[src/mer_pkg.sv]
// shared types, widths and the control store of the midpoint ellipse rasterizer
// used by mer_datapath and midpoint_ellipse_rasterizer; no dependencies
package mer_pkg;

  // field widths
  localparam int CW  = 12;                 // center coordinate
  localparam int RW  = 11;                 // radius
  localparam int XW  = RW + 1;             // walk column, may reach the radius plus one
  localparam int SQW = 2 * RW;             // squared radius
  localparam int STW = SQW + XW + 1;       // slope terms
  localparam int MW  = 2 * (XW + 1);       // multiplier operand
  localparam int PW  = 2 * MW;             // multiplier product
  localparam int TW  = 2 * SQW;            // scratch register
  localparam int DW  = TW + 6;             // decision, two's complement
  localparam int PTW = CW + 2;             // output point, two's complement

  localparam int IN_TDW  = ((2 * CW + 2 * RW + 7) / 8) * 8;
  localparam int OUT_TDW = ((2 * PTW + 7) / 8) * 8;

  // opcodes on in_tuser
  localparam logic OP_START = 1'b0;
  localparam logic OP_STEP  = 1'b1;

  // control store
  localparam int PCW       = 5;
  localparam int ROM_DEPTH = 25;

  localparam logic [PCW-1:0] UA_RX2  = PCW'(0);   // start: rx*rx
  localparam logic [PCW-1:0] UA_RY2  = PCW'(1);   // start: ry*ry
  localparam logic [PCW-1:0] UA_AXRY = PCW'(2);   // start: rx2*ry
  localparam logic [PCW-1:0] UA_STY0 = PCW'(3);   // start: slope y
  localparam logic [PCW-1:0] UA_DEC0 = PCW'(4);   // start: decision, part one
  localparam logic [PCW-1:0] UA_DEC1 = PCW'(5);
  localparam logic [PCW-1:0] UA_DEC2 = PCW'(6);
  localparam logic [PCW-1:0] UA_S1X  = PCW'(7);   // region one step entry
  localparam logic [PCW-1:0] UA_S1Y  = PCW'(8);
  localparam logic [PCW-1:0] UA_S1DY = PCW'(9);
  localparam logic [PCW-1:0] UA_S1DA = PCW'(10);
  localparam logic [PCW-1:0] UA_S1DX = PCW'(11);
  localparam logic [PCW-1:0] UA_R2TX = PCW'(12);  // region change: rebuild decision
  localparam logic [PCW-1:0] UA_R2DA = PCW'(13);
  localparam logic [PCW-1:0] UA_R2PP = PCW'(14);
  localparam logic [PCW-1:0] UA_R2DB = PCW'(15);
  localparam logic [PCW-1:0] UA_R2TY = PCW'(16);
  localparam logic [PCW-1:0] UA_R2TM = PCW'(17);
  localparam logic [PCW-1:0] UA_R2DC = PCW'(18);
  localparam logic [PCW-1:0] UA_EMIT = PCW'(19);  // four points out
  localparam logic [PCW-1:0] UA_S2Y  = PCW'(20);  // region two step entry
  localparam logic [PCW-1:0] UA_S2X  = PCW'(21);
  localparam logic [PCW-1:0] UA_S2DX = PCW'(22);
  localparam logic [PCW-1:0] UA_S2DA = PCW'(23);
  localparam logic [PCW-1:0] UA_S2DY = PCW'(24);

  typedef enum logic [1:0] {A_ZERO, A_DEC, A_STX, A_STY} asel_t;

  typedef enum logic [3:0] {
    B_AY2_X2, B_AX2_X2, B_AY2_X4, B_AX2_X4,
    B_STX_X4, B_STY_X4, B_TMP_X2, B_TMP_X4, B_AX2
  } bsel_t;

  typedef enum logic [2:0] {M_RX, M_RY, M_AX2, M_AY2, M_TX, M_TYA, M_TMP} msel_t;

  typedef enum logic [2:0] {D_NONE, D_AX2, D_AY2, D_STX, D_STY, D_DEC, D_TMP} dest_t;

  typedef enum logic [2:0] {J_NEXT, J_ALWAYS, J_DEC_NEG, J_DEC_POS, J_STX_LT_STY} jcond_t;

  typedef enum logic {SQ_IDLE, SQ_RUN} seq_state_t;

  typedef struct packed {
    asel_t          a_sel;
    bsel_t          b_sel;
    logic           sub;
    msel_t          mul_a;
    msel_t          mul_b;
    logic           from_mul;
    dest_t          dest;
    logic           inc_x;
    logic           dec_y;
    logic           set_r2;
    logic           chk_end;
    logic           emit;
    logic           done;
    jcond_t         jcond;
    logic [PCW-1:0] target;
  } uword_t;

  typedef struct packed {
    logic          exec;
    logic          start;
    logic [RW-1:0] rx;
    logic [RW-1:0] ry;
  } dp_ctrl_t;

  typedef struct packed {
    logic          dec_neg;
    logic          dec_pos;
    logic          stx_lt_sty;
    logic          wy_zero;
    logic          in_region_two;
    logic          busy;
    logic [XW-1:0] walk_x;
    logic [RW-1:0] walk_y;
  } dp_status_t;

  localparam uword_t UW_NOP = '{
    a_sel: A_ZERO, b_sel: B_AX2, sub: 1'b0, mul_a: M_RX, mul_b: M_RX,
    from_mul: 1'b0, dest: D_NONE, inc_x: 1'b0, dec_y: 1'b0, set_r2: 1'b0,
    chk_end: 1'b0, emit: 1'b0, done: 1'b0, jcond: J_NEXT, target: '0
  };

  // the microprogram
  function automatic uword_t ucode(input logic [PCW-1:0] addr);
    uword_t w;
    w = UW_NOP;
    case (addr)
      UA_RX2: begin
        w.from_mul = 1'b1; w.mul_a = M_RX; w.mul_b = M_RX; w.dest = D_AX2;
      end
      UA_RY2: begin
        w.from_mul = 1'b1; w.mul_a = M_RY; w.mul_b = M_RY; w.dest = D_AY2;
      end
      UA_AXRY: begin
        w.from_mul = 1'b1; w.mul_a = M_AX2; w.mul_b = M_RY; w.dest = D_TMP;
      end
      UA_STY0: begin
        w.a_sel = A_ZERO; w.b_sel = B_TMP_X2; w.dest = D_STY;
      end
      UA_DEC0: begin
        w.a_sel = A_ZERO; w.b_sel = B_AY2_X4; w.dest = D_DEC;
      end
      UA_DEC1: begin
        w.a_sel = A_DEC; w.b_sel = B_AX2; w.dest = D_DEC;
      end
      UA_DEC2: begin
        w.a_sel = A_DEC; w.b_sel = B_TMP_X4; w.sub = 1'b1; w.dest = D_DEC; w.done = 1'b1;
      end
      UA_S1X: begin
        w.a_sel = A_STX; w.b_sel = B_AY2_X2; w.dest = D_STX; w.inc_x = 1'b1;
        w.jcond = J_DEC_NEG; w.target = UA_S1DA;
      end
      UA_S1Y: begin
        w.a_sel = A_STY; w.b_sel = B_AX2_X2; w.sub = 1'b1; w.dest = D_STY; w.dec_y = 1'b1;
      end
      UA_S1DY: begin
        w.a_sel = A_DEC; w.b_sel = B_STY_X4; w.sub = 1'b1; w.dest = D_DEC;
      end
      UA_S1DA: begin
        w.a_sel = A_DEC; w.b_sel = B_AY2_X4; w.dest = D_DEC;
      end
      UA_S1DX: begin
        w.a_sel = A_DEC; w.b_sel = B_STX_X4; w.dest = D_DEC;
        w.jcond = J_STX_LT_STY; w.target = UA_EMIT;
      end
      UA_R2TX: begin
        w.from_mul = 1'b1; w.mul_a = M_TX; w.mul_b = M_TX; w.dest = D_TMP; w.set_r2 = 1'b1;
      end
      UA_R2DA: begin
        w.from_mul = 1'b1; w.mul_a = M_AY2; w.mul_b = M_TMP; w.dest = D_DEC;
      end
      UA_R2PP: begin
        w.from_mul = 1'b1; w.mul_a = M_AX2; w.mul_b = M_AY2; w.dest = D_TMP;
      end
      UA_R2DB: begin
        w.a_sel = A_DEC; w.b_sel = B_TMP_X4; w.sub = 1'b1; w.dest = D_DEC;
      end
      UA_R2TY: begin
        w.from_mul = 1'b1; w.mul_a = M_TYA; w.mul_b = M_TYA; w.dest = D_TMP;
      end
      UA_R2TM: begin
        w.from_mul = 1'b1; w.mul_a = M_AX2; w.mul_b = M_TMP; w.dest = D_TMP;
      end
      UA_R2DC: begin
        w.a_sel = A_DEC; w.b_sel = B_TMP_X4; w.dest = D_DEC; w.chk_end = 1'b1;
      end
      UA_EMIT: begin
        w.emit = 1'b1;
      end
      UA_S2Y: begin
        w.a_sel = A_STY; w.b_sel = B_AX2_X2; w.sub = 1'b1; w.dest = D_STY; w.dec_y = 1'b1;
        w.jcond = J_DEC_POS; w.target = UA_S2DA;
      end
      UA_S2X: begin
        w.a_sel = A_STX; w.b_sel = B_AY2_X2; w.dest = D_STX; w.inc_x = 1'b1;
      end
      UA_S2DX: begin
        w.a_sel = A_DEC; w.b_sel = B_STX_X4; w.dest = D_DEC;
      end
      UA_S2DA: begin
        w.a_sel = A_DEC; w.b_sel = B_AX2_X4; w.dest = D_DEC;
      end
      UA_S2DY: begin
        w.a_sel = A_DEC; w.b_sel = B_STY_X4; w.sub = 1'b1; w.dest = D_DEC; w.chk_end = 1'b1;
        w.jcond = J_ALWAYS; w.target = UA_EMIT;
      end
      default: begin
        w.done = 1'b1;
      end
    endcase
    return w;
  endfunction

endpackage

[src/mer_datapath.sv]
// walk state, shared multiplier and adder of the ellipse rasterizer
// driven one control word per cycle by the sequencer while it runs and the output is not stalled; depends on mer_pkg
module mer_datapath (
  input  logic                clk,
  input  logic                rst_n,
  input  mer_pkg::uword_t     uw,
  input  mer_pkg::dp_ctrl_t   ctl,
  output mer_pkg::dp_status_t st
);

  logic [mer_pkg::RW-1:0]  rx_r, rx_nxt, ry_r, ry_nxt;
  logic [mer_pkg::XW-1:0]  wx_r, wx_nxt;
  logic [mer_pkg::RW-1:0]  wy_r, wy_nxt;
  logic [mer_pkg::SQW-1:0] ax2_r, ax2_nxt, ay2_r, ay2_nxt;
  logic [mer_pkg::STW-1:0] stx_r, stx_nxt, sty_r, sty_nxt;
  logic [mer_pkg::DW-1:0]  dec_r, dec_nxt;
  logic [mer_pkg::TW-1:0]  tmp_r, tmp_nxt;
  logic                    r2_r, r2_nxt, busy_r, busy_nxt;

  logic [mer_pkg::XW:0]    tx;
  logic [mer_pkg::RW-1:0]  tya;
  logic [mer_pkg::MW-1:0]  ma, mb;
  logic [mer_pkg::PW-1:0]  prod;
  logic [mer_pkg::DW-1:0]  opa, opb, alu, src;

  function automatic logic [mer_pkg::MW-1:0] mul_op(
    input mer_pkg::msel_t          sel,
    input logic [mer_pkg::RW-1:0]  rx,
    input logic [mer_pkg::RW-1:0]  ry,
    input logic [mer_pkg::SQW-1:0] ax2,
    input logic [mer_pkg::SQW-1:0] ay2,
    input logic [mer_pkg::XW:0]    tx_v,
    input logic [mer_pkg::RW-1:0]  tya_v,
    input logic [mer_pkg::MW-1:0]  tmp_lo
  );
    logic [mer_pkg::MW-1:0] v;
    case (sel)
      mer_pkg::M_RX:  v = mer_pkg::MW'(rx);
      mer_pkg::M_RY:  v = mer_pkg::MW'(ry);
      mer_pkg::M_AX2: v = mer_pkg::MW'(ax2);
      mer_pkg::M_AY2: v = mer_pkg::MW'(ay2);
      mer_pkg::M_TX:  v = mer_pkg::MW'(tx_v);
      mer_pkg::M_TYA: v = mer_pkg::MW'(tya_v);
      mer_pkg::M_TMP: v = tmp_lo;
      default:        v = '0;
    endcase
    return v;
  endfunction

  // 2x+1 and |y-1| for the region two start value
  assign tx  = {wx_r, 1'b1};
  assign tya = (wy_r == '0) ? mer_pkg::RW'(1) : wy_r - mer_pkg::RW'(1);

  assign ma   = mul_op(uw.mul_a, rx_r, ry_r, ax2_r, ay2_r, tx, tya, tmp_r[mer_pkg::MW-1:0]);
  assign mb   = mul_op(uw.mul_b, rx_r, ry_r, ax2_r, ay2_r, tx, tya, tmp_r[mer_pkg::MW-1:0]);
  assign prod = ma * mb;

  always_comb begin
    case (uw.a_sel)
      mer_pkg::A_ZERO: opa = '0;
      mer_pkg::A_DEC:  opa = dec_r;
      mer_pkg::A_STX:  opa = mer_pkg::DW'(stx_r);
      mer_pkg::A_STY:  opa = mer_pkg::DW'(sty_r);
      default:         opa = '0;
    endcase
    case (uw.b_sel)
      mer_pkg::B_AY2_X2: opb = mer_pkg::DW'(ay2_r) << 1;
      mer_pkg::B_AX2_X2: opb = mer_pkg::DW'(ax2_r) << 1;
      mer_pkg::B_AY2_X4: opb = mer_pkg::DW'(ay2_r) << 2;
      mer_pkg::B_AX2_X4: opb = mer_pkg::DW'(ax2_r) << 2;
      mer_pkg::B_STX_X4: opb = mer_pkg::DW'(stx_r) << 2;
      mer_pkg::B_STY_X4: opb = mer_pkg::DW'(sty_r) << 2;
      mer_pkg::B_TMP_X2: opb = mer_pkg::DW'(tmp_r) << 1;
      mer_pkg::B_TMP_X4: opb = mer_pkg::DW'(tmp_r) << 2;
      mer_pkg::B_AX2:    opb = mer_pkg::DW'(ax2_r);
      default:           opb = '0;
    endcase
    alu = uw.sub ? opa - opb : opa + opb;
    src = uw.from_mul ? prod[mer_pkg::DW-1:0] : alu;
  end

  always_comb begin
    rx_nxt   = rx_r;
    ry_nxt   = ry_r;
    wx_nxt   = wx_r;
    wy_nxt   = wy_r;
    ax2_nxt  = ax2_r;
    ay2_nxt  = ay2_r;
    stx_nxt  = stx_r;
    sty_nxt  = sty_r;
    dec_nxt  = dec_r;
    tmp_nxt  = tmp_r;
    r2_nxt   = r2_r;
    busy_nxt = busy_r;
    if (ctl.start) begin
      rx_nxt   = ctl.rx;
      ry_nxt   = ctl.ry;
      wx_nxt   = '0;
      wy_nxt   = ctl.ry;
      stx_nxt  = '0;
      r2_nxt   = 1'b0;
      busy_nxt = 1'b1;
    end else if (ctl.exec) begin
      case (uw.dest)
        mer_pkg::D_AX2: ax2_nxt = src[mer_pkg::SQW-1:0];
        mer_pkg::D_AY2: ay2_nxt = src[mer_pkg::SQW-1:0];
        mer_pkg::D_STX: stx_nxt = src[mer_pkg::STW-1:0];
        mer_pkg::D_STY: sty_nxt = src[mer_pkg::STW-1:0];
        mer_pkg::D_DEC: dec_nxt = src;
        mer_pkg::D_TMP: tmp_nxt = src[mer_pkg::TW-1:0];
        default: ;
      endcase
      if (uw.inc_x) wx_nxt = wx_r + mer_pkg::XW'(1);
      if (uw.dec_y) wy_nxt = wy_r - mer_pkg::RW'(1);
      if (uw.set_r2) r2_nxt = 1'b1;
      if (uw.chk_end && (wy_r == '0)) busy_nxt = 1'b0;
    end
  end

  always_ff @(posedge clk) begin
    if (!rst_n) begin
      r2_r   <= 1'b0;
      busy_r <= 1'b0;
    end else begin
      r2_r   <= r2_nxt;
      busy_r <= busy_nxt;
    end
    rx_r  <= rx_nxt;
    ry_r  <= ry_nxt;
    wx_r  <= wx_nxt;
    wy_r  <= wy_nxt;
    ax2_r <= ax2_nxt;
    ay2_r <= ay2_nxt;
    stx_r <= stx_nxt;
    sty_r <= sty_nxt;
    dec_r <= dec_nxt;
    tmp_r <= tmp_nxt;
  end

  assign st.dec_neg       = dec_r[mer_pkg::DW-1];
  assign st.dec_pos       = !dec_r[mer_pkg::DW-1] && (dec_r != '0);
  assign st.stx_lt_sty    = stx_r < sty_r;
  assign st.wy_zero       = wy_r == '0;
  assign st.in_region_two = r2_r;
  assign st.busy          = busy_r;
  assign st.walk_x        = wx_r;
  assign st.walk_y        = wy_r;

endmodule

[src/midpoint_ellipse_rasterizer.sv]
// top level of the midpoint ellipse rasterizer: stream ports, microcode sequencer
// and point output register; depends on mer_pkg and mer_datapath
//
// A start transfer (in_tuser low) latches the center, forces each radius to at
// least 1 and runs the setup program; it gives no output. Each step
// transfer (in_tuser high) runs one iteration of the two-region midpoint walk
// and then sends the four mirror points of the position held before the
// iteration, in the order (+x,+y), (-x,+y), (+x,-y), (-x,-y), one per cycle
// while the sink is ready, the fourth with out_tlast. out_tuser is set on all
// four points of the step that ends the walk. A step while no walk is active
// is taken and dropped. The decision variable is kept exactly, scaled by four.
// Everything runs from a 25-word control store, one word per cycle unless the
// output stalls, over a single multiplier and a single adder: a step takes 3
// or 5 words in either region, plus 7 words on the step that moves into region
// two, then sends its points. The next transfer is taken as soon as the last
// point sits in the output register.
module midpoint_ellipse_rasterizer (
  input  logic                        clk,
  input  logic                        rst_n,
  // center_x, center_y, radius_x, radius_y from bit 0 up, zero padded
  input  logic [mer_pkg::IN_TDW-1:0]  in_tdata,
  // opcode
  input  logic                        in_tuser,
  input  logic                        in_tvalid,
  output logic                        in_tready,
  // point_x, point_y from bit 0 up, zero padded
  output logic [mer_pkg::OUT_TDW-1:0] out_tdata,
  // final_step
  output logic                        out_tuser,
  // last_of_step
  output logic                        out_tlast,
  output logic                        out_tvalid,
  input  logic                        out_tready
);

  localparam int CW  = mer_pkg::CW;
  localparam int RW  = mer_pkg::RW;
  localparam int PTW = mer_pkg::PTW;

  mer_pkg::seq_state_t     state_r, state_nxt;
  logic [mer_pkg::PCW-1:0] pc_r, pc_nxt;
  logic [1:0]              pt_r, pt_nxt;       // point index within a step
  logic                    fin_r, fin_nxt;     // this step ends the walk
  logic [mer_pkg::XW-1:0]  px_r, px_nxt;       // walk position before the step
  logic [RW-1:0]           py_r, py_nxt;
  logic [CW-1:0]           hcx_r, hcx_nxt, hcy_r, hcy_nxt;

  logic [PTW-1:0]          opx_r, opx_nxt, opy_r, opy_nxt;
  logic                    olast_r, olast_nxt, ofin_r, ofin_nxt;
  logic                    ovalid_r, ovalid_nxt;

  mer_pkg::uword_t         uw;
  mer_pkg::dp_ctrl_t       ctl;
  mer_pkg::dp_status_t     st;

  logic                    in_xfer, load_pt, jump;
  logic [CW-1:0]           f_cx, f_cy;
  logic [RW-1:0]           f_rx, f_ry;
  logic [PTW-1:0]          cxe, cye, xe, ye;

  // payload fields
  assign f_cx = in_tdata[CW-1:0];
  assign f_cy = in_tdata[2*CW-1:CW];
  assign f_rx = in_tdata[2*CW+RW-1:2*CW];
  assign f_ry = in_tdata[2*CW+2*RW-1:2*CW+RW];

  assign uw      = mer_pkg::ucode(pc_r);
  assign in_xfer = in_tvalid && in_tready;

  // mirror points of the held position
  assign cxe = PTW'(hcx_r);
  assign cye = PTW'(hcy_r);
  assign xe  = PTW'(px_r);
  assign ye  = PTW'(py_r);

  always_comb begin
    case (uw.jcond)
      mer_pkg::J_NEXT:       jump = 1'b0;
      mer_pkg::J_ALWAYS:     jump = 1'b1;
      mer_pkg::J_DEC_NEG:    jump = st.dec_neg;
      mer_pkg::J_DEC_POS:    jump = st.dec_pos;
      mer_pkg::J_STX_LT_STY: jump = st.stx_lt_sty;
      default:               jump = 1'b0;
    endcase
  end

  always_comb begin
    state_nxt  = state_r;
    pc_nxt     = pc_r;
    pt_nxt     = pt_r;
    fin_nxt    = fin_r;
    px_nxt     = px_r;
    py_nxt     = py_r;
    hcx_nxt    = hcx_r;
    hcy_nxt    = hcy_r;
    opx_nxt    = opx_r;
    opy_nxt    = opy_r;
    olast_nxt  = olast_r;
    ofin_nxt   = ofin_r;
    ovalid_nxt = ovalid_r && !out_tready;
    in_tready  = 1'b0;
    load_pt    = 1'b0;
    ctl.exec   = 1'b0;
    ctl.start  = 1'b0;
    // radius below one is taken as one
    ctl.rx     = (f_rx == '0) ? RW'(1) : f_rx;
    ctl.ry     = (f_ry == '0) ? RW'(1) : f_ry;

    case (state_r)
      mer_pkg::SQ_IDLE: begin
        in_tready = 1'b1;
        if (in_xfer) begin
          if (in_tuser == mer_pkg::OP_START) begin
            ctl.start = 1'b1;
            hcx_nxt   = f_cx;
            hcy_nxt   = f_cy;
            pc_nxt    = mer_pkg::UA_RX2;
            state_nxt = mer_pkg::SQ_RUN;
          end else if (st.busy) begin
            px_nxt    = st.walk_x;
            py_nxt    = st.walk_y;
            fin_nxt   = 1'b0;
            pt_nxt    = '0;
            pc_nxt    = st.in_region_two ? mer_pkg::UA_S2Y : mer_pkg::UA_S1X;
            state_nxt = mer_pkg::SQ_RUN;
          end
        end
      end
      mer_pkg::SQ_RUN: begin
        ctl.exec = 1'b1;
        if (uw.chk_end && st.wy_zero) fin_nxt = 1'b1;
        if (uw.emit) begin
          // hold on this word until all four points are loaded
          if (!ovalid_r || out_tready) begin
            load_pt    = 1'b1;
            opx_nxt    = pt_r[0] ? cxe - xe : cxe + xe;
            opy_nxt    = pt_r[1] ? cye - ye : cye + ye;
            olast_nxt  = &pt_r;
            ofin_nxt   = fin_r;
            ovalid_nxt = 1'b1;
            pt_nxt     = pt_r + 2'd1;
            if (&pt_r) state_nxt = mer_pkg::SQ_IDLE;
          end
        end else if (uw.done) begin
          state_nxt = mer_pkg::SQ_IDLE;
        end else if (jump) begin
          pc_nxt = uw.target;
        end else begin
          pc_nxt = pc_r + mer_pkg::PCW'(1);
        end
      end
      default: begin
        state_nxt = mer_pkg::SQ_IDLE;
      end
    endcase
  end

  always_ff @(posedge clk) begin
    if (!rst_n) begin
      state_r  <= mer_pkg::SQ_IDLE;
      pc_r     <= '0;
      pt_r     <= '0;
      fin_r    <= 1'b0;
      ovalid_r <= 1'b0;
    end else begin
      state_r  <= state_nxt;
      pc_r     <= pc_nxt;
      pt_r     <= pt_nxt;
      fin_r    <= fin_nxt;
      ovalid_r <= ovalid_nxt;
    end
    px_r    <= px_nxt;
    py_r    <= py_nxt;
    hcx_r   <= hcx_nxt;
    hcy_r   <= hcy_nxt;
    opx_r   <= opx_nxt;
    opy_r   <= opy_nxt;
    olast_r <= olast_nxt;
    ofin_r  <= ofin_nxt;
  end

  mer_datapath u_dp (
    .clk   (clk),
    .rst_n (rst_n),
    .uw    (uw),
    .ctl   (ctl),
    .st    (st)
  );

  assign out_tdata  = mer_pkg::OUT_TDW'({opy_r, opx_r});
  assign out_tuser  = ofin_r;
  assign out_tlast  = olast_r;
  assign out_tvalid = ovalid_r;

  // the control store is never left
  a_pc_range: assert property (@(posedge clk) disable iff (!rst_n)
    (state_r == mer_pkg::SQ_RUN) |-> (pc_r < mer_pkg::PCW'(mer_pkg::ROM_DEPTH)))
    else $error("sequencer address outside the control store");

  // the walk row never steps below zero
  a_no_underflow: assert property (@(posedge clk) disable iff (!rst_n)
    (state_r == mer_pkg::SQ_RUN && uw.dec_y) |-> !st.wy_zero)
    else $error("walk row decremented at zero");

  // a final step only goes out once the walk is closed
  a_final_idle: assert property (@(posedge clk) disable iff (!rst_n)
    (load_pt && fin_r) |-> !st.busy)
    else $error("final step emitted while walk still active");

  // the fourth point hands control back
  a_last_returns: assert property (@(posedge clk) disable iff (!rst_n)
    (load_pt && (&pt_r)) |=> (state_r == mer_pkg::SQ_IDLE))
    else $error("sequencer still running after last point");

endmodule
[config.mk]
export PLATFORM = sky130hd
export DESIGN_NAME = midpoint_ellipse_rasterizer
export DESIGN_NICKNAME = d
export VERILOG_FILES = /design/src/mer_pkg.sv /design/src/mer_datapath.sv /design/src/midpoint_ellipse_rasterizer.sv
export SDC_FILE = /design/constraint.sdc
export NUM_CORES = 2
export LEC_CHECK = 0
export ABC_AREA = 1
export ABC_CLOCK_PERIOD_IN_PS = 11700
export BUFFER_PORTS_ARGS = -buffer_cell sky130_fd_sc_hd__buf_2
export CAP_MARGIN = 20
export CORE_ASPECT_RATIO = 0.6
export CORE_UTILIZATION = 45
export DETAILED_ROUTE_END_ITERATION = 10
export PLACE_DENSITY_LB_ADDON = 0.1
export SLEW_MARGIN = 20
export SYNTH_ARGS = -nofsm -noshare
export SYNTH_HDL_FRONTEND = slang
export SYNTH_HIERARCHICAL = 1
export SYNTH_SLANG_ARGS = --single-unit
export TNS_END_PERCENT = 100
[constraint.sdc]
create_clock -name clk -period 11.7 [get_ports clk]
set_clock_uncertainty 0.2 [all_clocks]
set_input_delay 1.755 -clock clk [delete_from_list [all_inputs] [get_ports clk]]
set_output_delay 1.755 -clock clk [all_outputs]
set_load 0.02 [all_outputs]
; ---- Word-level counts from Yosys, hierarchy flattened
; Cells that the tools add are included.
[totals]
register_bits = 342
elab_cells = 218
output_inout_bits = 36
inputBits = 53
[op_classes]
n_mux = 62
bitwise_logic = 4
order_cmp = 1
reduce_logical = 49
add_sub_neg = 10
mul = 1
n_eq_ne = 66
[ops]
columns = operator, count
row1 = $pmux W46 S9, 1
row2 = $pmux W26 S7, 2
row3 = $pmux W50 S4, 1
row4 = $mux W50, 2
row5 = $pmux W6 S10, 1
row6 = $pmux W7 S8, 1
row7 = $mux W11, 5
row8 = $add A50 B46 Y50, 1
row9 = $mul A26 B26 Y50, 1
row10 = $reduce_bool A50 Y1, 1
row11 = $sub A50 B46 Y50, 1
row12 = $eq A5 B5 Y1 const B, 9
row13 = $eq A5 B4 Y1 const B, 8
row14 = $lt A35 B35 Y1, 1
row15 = $mux W5, 7
row16 = $logic_not A11 Y1, 3
row17 = $pmux W8 S4, 1
row18 = $eq A3 B3 Y1 const B, 10
row19 = $mux W1, 28
row20 = $mux W14, 2
row21 = $eq A3 B2 Y1 const B, 8
row22 = $reduce_or A24 Y1, 1
row23 = $reduce_and A3 Y1, 7
row24 = $eq A5 B3 Y1 const B, 4
row25 = other kinds (43), 87

; ---- Longest topological paths before layout
[logic_depth]
depth_word = 8
depth_mapped = 44
mapped_depth_nobuf = 42

; ---- Modules after synthesis
; The synthesis kept the hierarchy.
[by_module_without_submodules]
columns = module, instances, cells_per_inst, seq_area_each_um2, area_each_um2
row1 = mer_datapath, 1, 5418, 7166.9, 40856.7
row2 = midpoint_ellipse_rasterizer, 1, 766, 2512.4, 6168.4

; ---- Worst setup path after synthesis
; OpenSTA, ideal clock, no wires.
[synth_path]
path_kind = reg2reg
startpoint = register pc_r[0] (netlist name)
endpoint = register u_dp/dec_r[40] (netlist name) (data pin)
n_path_buf = 2
setup_ps = 256
setup_slack_ps = 3232
required_time_ps = 11244
stages_incl_launch_ff = 40
arrival_time_ps = 8011
path_cell_list = dfxtp_1 -> inv_1 -> ha_1 -> nand2_1 -> nor2_1 -> nor2_1 -> inv_1 -> clkbuf_1 -> nor3_2 -> inv_1 -> buf_2 -> o22ai_1 -> o21bai_2 -> clkinv_1 -> nor2_1 -> fa_1 -> fa_1 -> inv_1 -> [4 not listed] -> fa_1 -> inv_1 -> fa_1 -> inv_1 -> fa_1 -> inv_1 -> ha_1 -> nand2_1 -> nor2_1 -> inv_1 -> nor4_1 -> nand2_1 -> nand3_1 -> a21oi_1 -> o21ai_0 -> xor2_1 -> nand2_1 -> nand2_1
[synth_rtl]
columns = element, line_no
row1 = start: declaration, midpoint_ellipse_rasterizer.sv:41  ; logic [mer_pkg::PCW-1:0] pc_r, pc_nxt;
row2 = start signal: assignment, midpoint_ellipse_rasterizer.sv:167  ; pc_r <= pc_nxt;
row3 = end signal: assignment, mer_datapath.sv:136  ; dec_r <= dec_nxt;
row4 = end: declaration, mer_datapath.sv:16  ; logic [mer_pkg::DW-1:0] dec_r, dec_nxt;

==> impl_metrics.yaml <==
outcome:
  status: "complete, no violations"
cts:
  cts_resized: 0
  path_clk_slew_ns: 0.07
  cts_tree: "done"
  clk_latency_ns: 0.61
  root_buffer: "clkbuf_16"
  cts_setup_buffers: 0
  clock-sinks: 342
  clock_path_buffers: 3
  numCtsBuffers: 40
  cts.htree.levels: 2
  ctsHoldBuffers: 0
critical_path:
  startpoint: "pc_r[0]"
  cpPeakStageDelay_ns: 0.57
  critPathSlowestCell: "clkinv_1"
  reg2reg_slack_ns: 0.81
  worst_setup_path_start_kind: "register"
  critPathTopFamily: "adder cells"
  critPathCaptureType: "register"
  worst-path-max-fanout: 18
  worstReg2RegStart: "pc_r[0]"
  crit_required_ns: 11.91
  worst-path-buf-inv: 13
  cp_data_arrival_time_ns: 11.10
  path_class: "register to register"
  path_common_cell: "inv_1"
timing:
  slew_viol_final: 0
  hold_violations: 0
  fin_crit_sh_pct: 93.1
  tns_ns: 0
  rsz0062_at_grt: "no"
  slew_headroom_pct: 11.3
  max_freq_mhz: 91.8
  finalSetupViolCount: 0
  fin_crit_ns: 10.89
  worst_pin_slew_ns: 1.32
die:
  die_h_um: 252
  ioPinCount: 89
  start_util_pct: 45.6
  coreArea_um2: 103000
  die_area_um2: 106000
  die_w_um: 419
  rows: 91
route:
  drc: 0
  first_pass_iters: 6
  routedWlPerCell_um: 23.6
  drt_iter0_markers: 5319
  ant_nets: 0
  dr_total_vias: 42600
  routed_wl_um: 181000
  viasPerCell: 5.57
place:
  dp.cells: 7587
  hpwl_um: 147000
  numPortBuffers: 82
  dpl_cell_area_um2: 49400
  place.gp.congestion: 1.06
final_layout:
  instances_no_fill: 7660
  fin_area_um2: 50700
  layout.nets: 7181
  final_core_util_pct: 49.2
  drive_above_1_share_pct: 6.15
  diodes: 0
  syn2layout_area_growth_pct: 7.94
pwr:
  p_per_area_nw_per_um2: 322
  p_clk_share_pct: 8.2
  ir_drop_v: 0.000749
  p_leak_nw: 24.9
  power_frac_comb_pct: 77.2
  p_switching_mw: 9.76
  sw_frac_of_total_pct: 59.7
  p_seq_share_pct: 14.6
  total_power_mw: 16.3
  p_int_mw: 6.58
grt:
  antenna_found_initial: 5
  grt_use_total_pct: 34.3
  grt_max_degree: 62
  overflow: 0
  grt_pass1_wl_um: 268000
  grt_pass1_vias: 40600
yosys:
  avgSynthCellArea_um2: 7.61
  postSynthCellCount: 6180
  synthesis.area_um2: 47000
  yosysWarnings: 6
job:
  maxCapViolations: 0
worst_hold_path:
  min_from: "fin_r"
  hold_path.class: "register to register"
-- power groups by stage --
stage | sequential [mW] | clock (mW) | combinational (mW)
2_1_floorplan | 2.36 | 0 | 7.51
3_3_place_gp | 2.41 | 0 | 12.1
3_5_place_dp | 2.41 | 0 | 12.1
4_1_cts | 2.39 | 1.36 | 12.2
5_1_grt | 2.40 | 1.40 | 13.7
6_report | 2.38 | 1.34 | 12.6
-- state kept, by name (all words and copies together) (netlist names), 2 cells and up --
signal and count:
u_dp/ay2_r 22, py_r 11, u_dp/ax2_r 22, u_dp/rx_r 11
u_dp/tmp_r 44, px_r 12, u_dp/stx_r 35, u_dp/dec_r 50
opx_r 14, u_dp/wx_r 12, u_dp/ry_r 11, opy_r 14
u_dp/wy_r 11, u_dp/sty_r 35, hcy_r 12, pt_r 2
pc_r 5, hcx_r 12
-- path summary, 6_finish.rpt --
check	cells past startpoint	end
setup / recovery	38	u_dp/tmp_r[41]
hold / removal	0	out_tuser
setup reg to reg	38	u_dp/tmp_r[41]
hold reg to reg	0	out_tuser
-- final cells by class --
cell class	count	area, um2
repair buffers	208	1350
clock buffers	49	1060
multi-input cells	4228	31300
inverters	1414	5310
fillers	10400	52400
clock inverters	24	302
well taps	1395	1750
flip-flops and latches	342	9680
-- placed cells by master (no fill, tap or decap), types with 10 or more instances in the layout --
cell / count
inv_1: 1375
nand2_1: 1213
nor2_1: 688
fa_1: 578
ha_1: 316
nand3_1: 288
edfxtp_1: 283
o21ai_0: 277
a21oi_1: 260
buf_4: 125
buf_2: 83
xor2_1: 75
dfxtp_1: 59
nand4_1: 53
nor3_1: 46
a31oi_1: 41
clkbuf_16: 40
o221ai_1: 36
o22ai_1: 34
o21ai_1: 32
xnor2_1: 30
nor2_2: 26
a21o_1: 24
clkinv_1: 24
o21bai_1: 23
nor4_1: 20
inv_2: 18
a221oi_1: 14
o211ai_1: 13
nor2_4: 10
nor3_2: 10
-- stage by stage --
stage	hold WS [ns]	worst slack, ns
floorplan	0.202	3.23
global placement	0.219	0.947
detailed placement	0.229	0.890
CTS	0.245	0.816
global route	0.247	0.283
finish	0.253	0.807
-- worst register-to-register path, delay by kind of cell, from the launching register on --
| family | cells | cell delay, ns |
|---|---|---|
| adders and majority gates | 9 | 4.34 |
| buffers and inverters | 13 | 2.40 |
| and+or+nand+nor | 10 | 1.99 |
| AOI/OAI and AO/OA | 6 | 1.46 |
| DFF | 1 | 0.34 |
-- layer usage --
metal	up-vias	track usage, %	part of all wire (%)
li1	19300	-	-
met1	20700	54.3	47
met2	2390	45.2	37
met3	219	9.97	13
met4	2	6.55	2.3
met5	-	0	0.0072
Note: power is estimated with default switching activity, not from simulation.
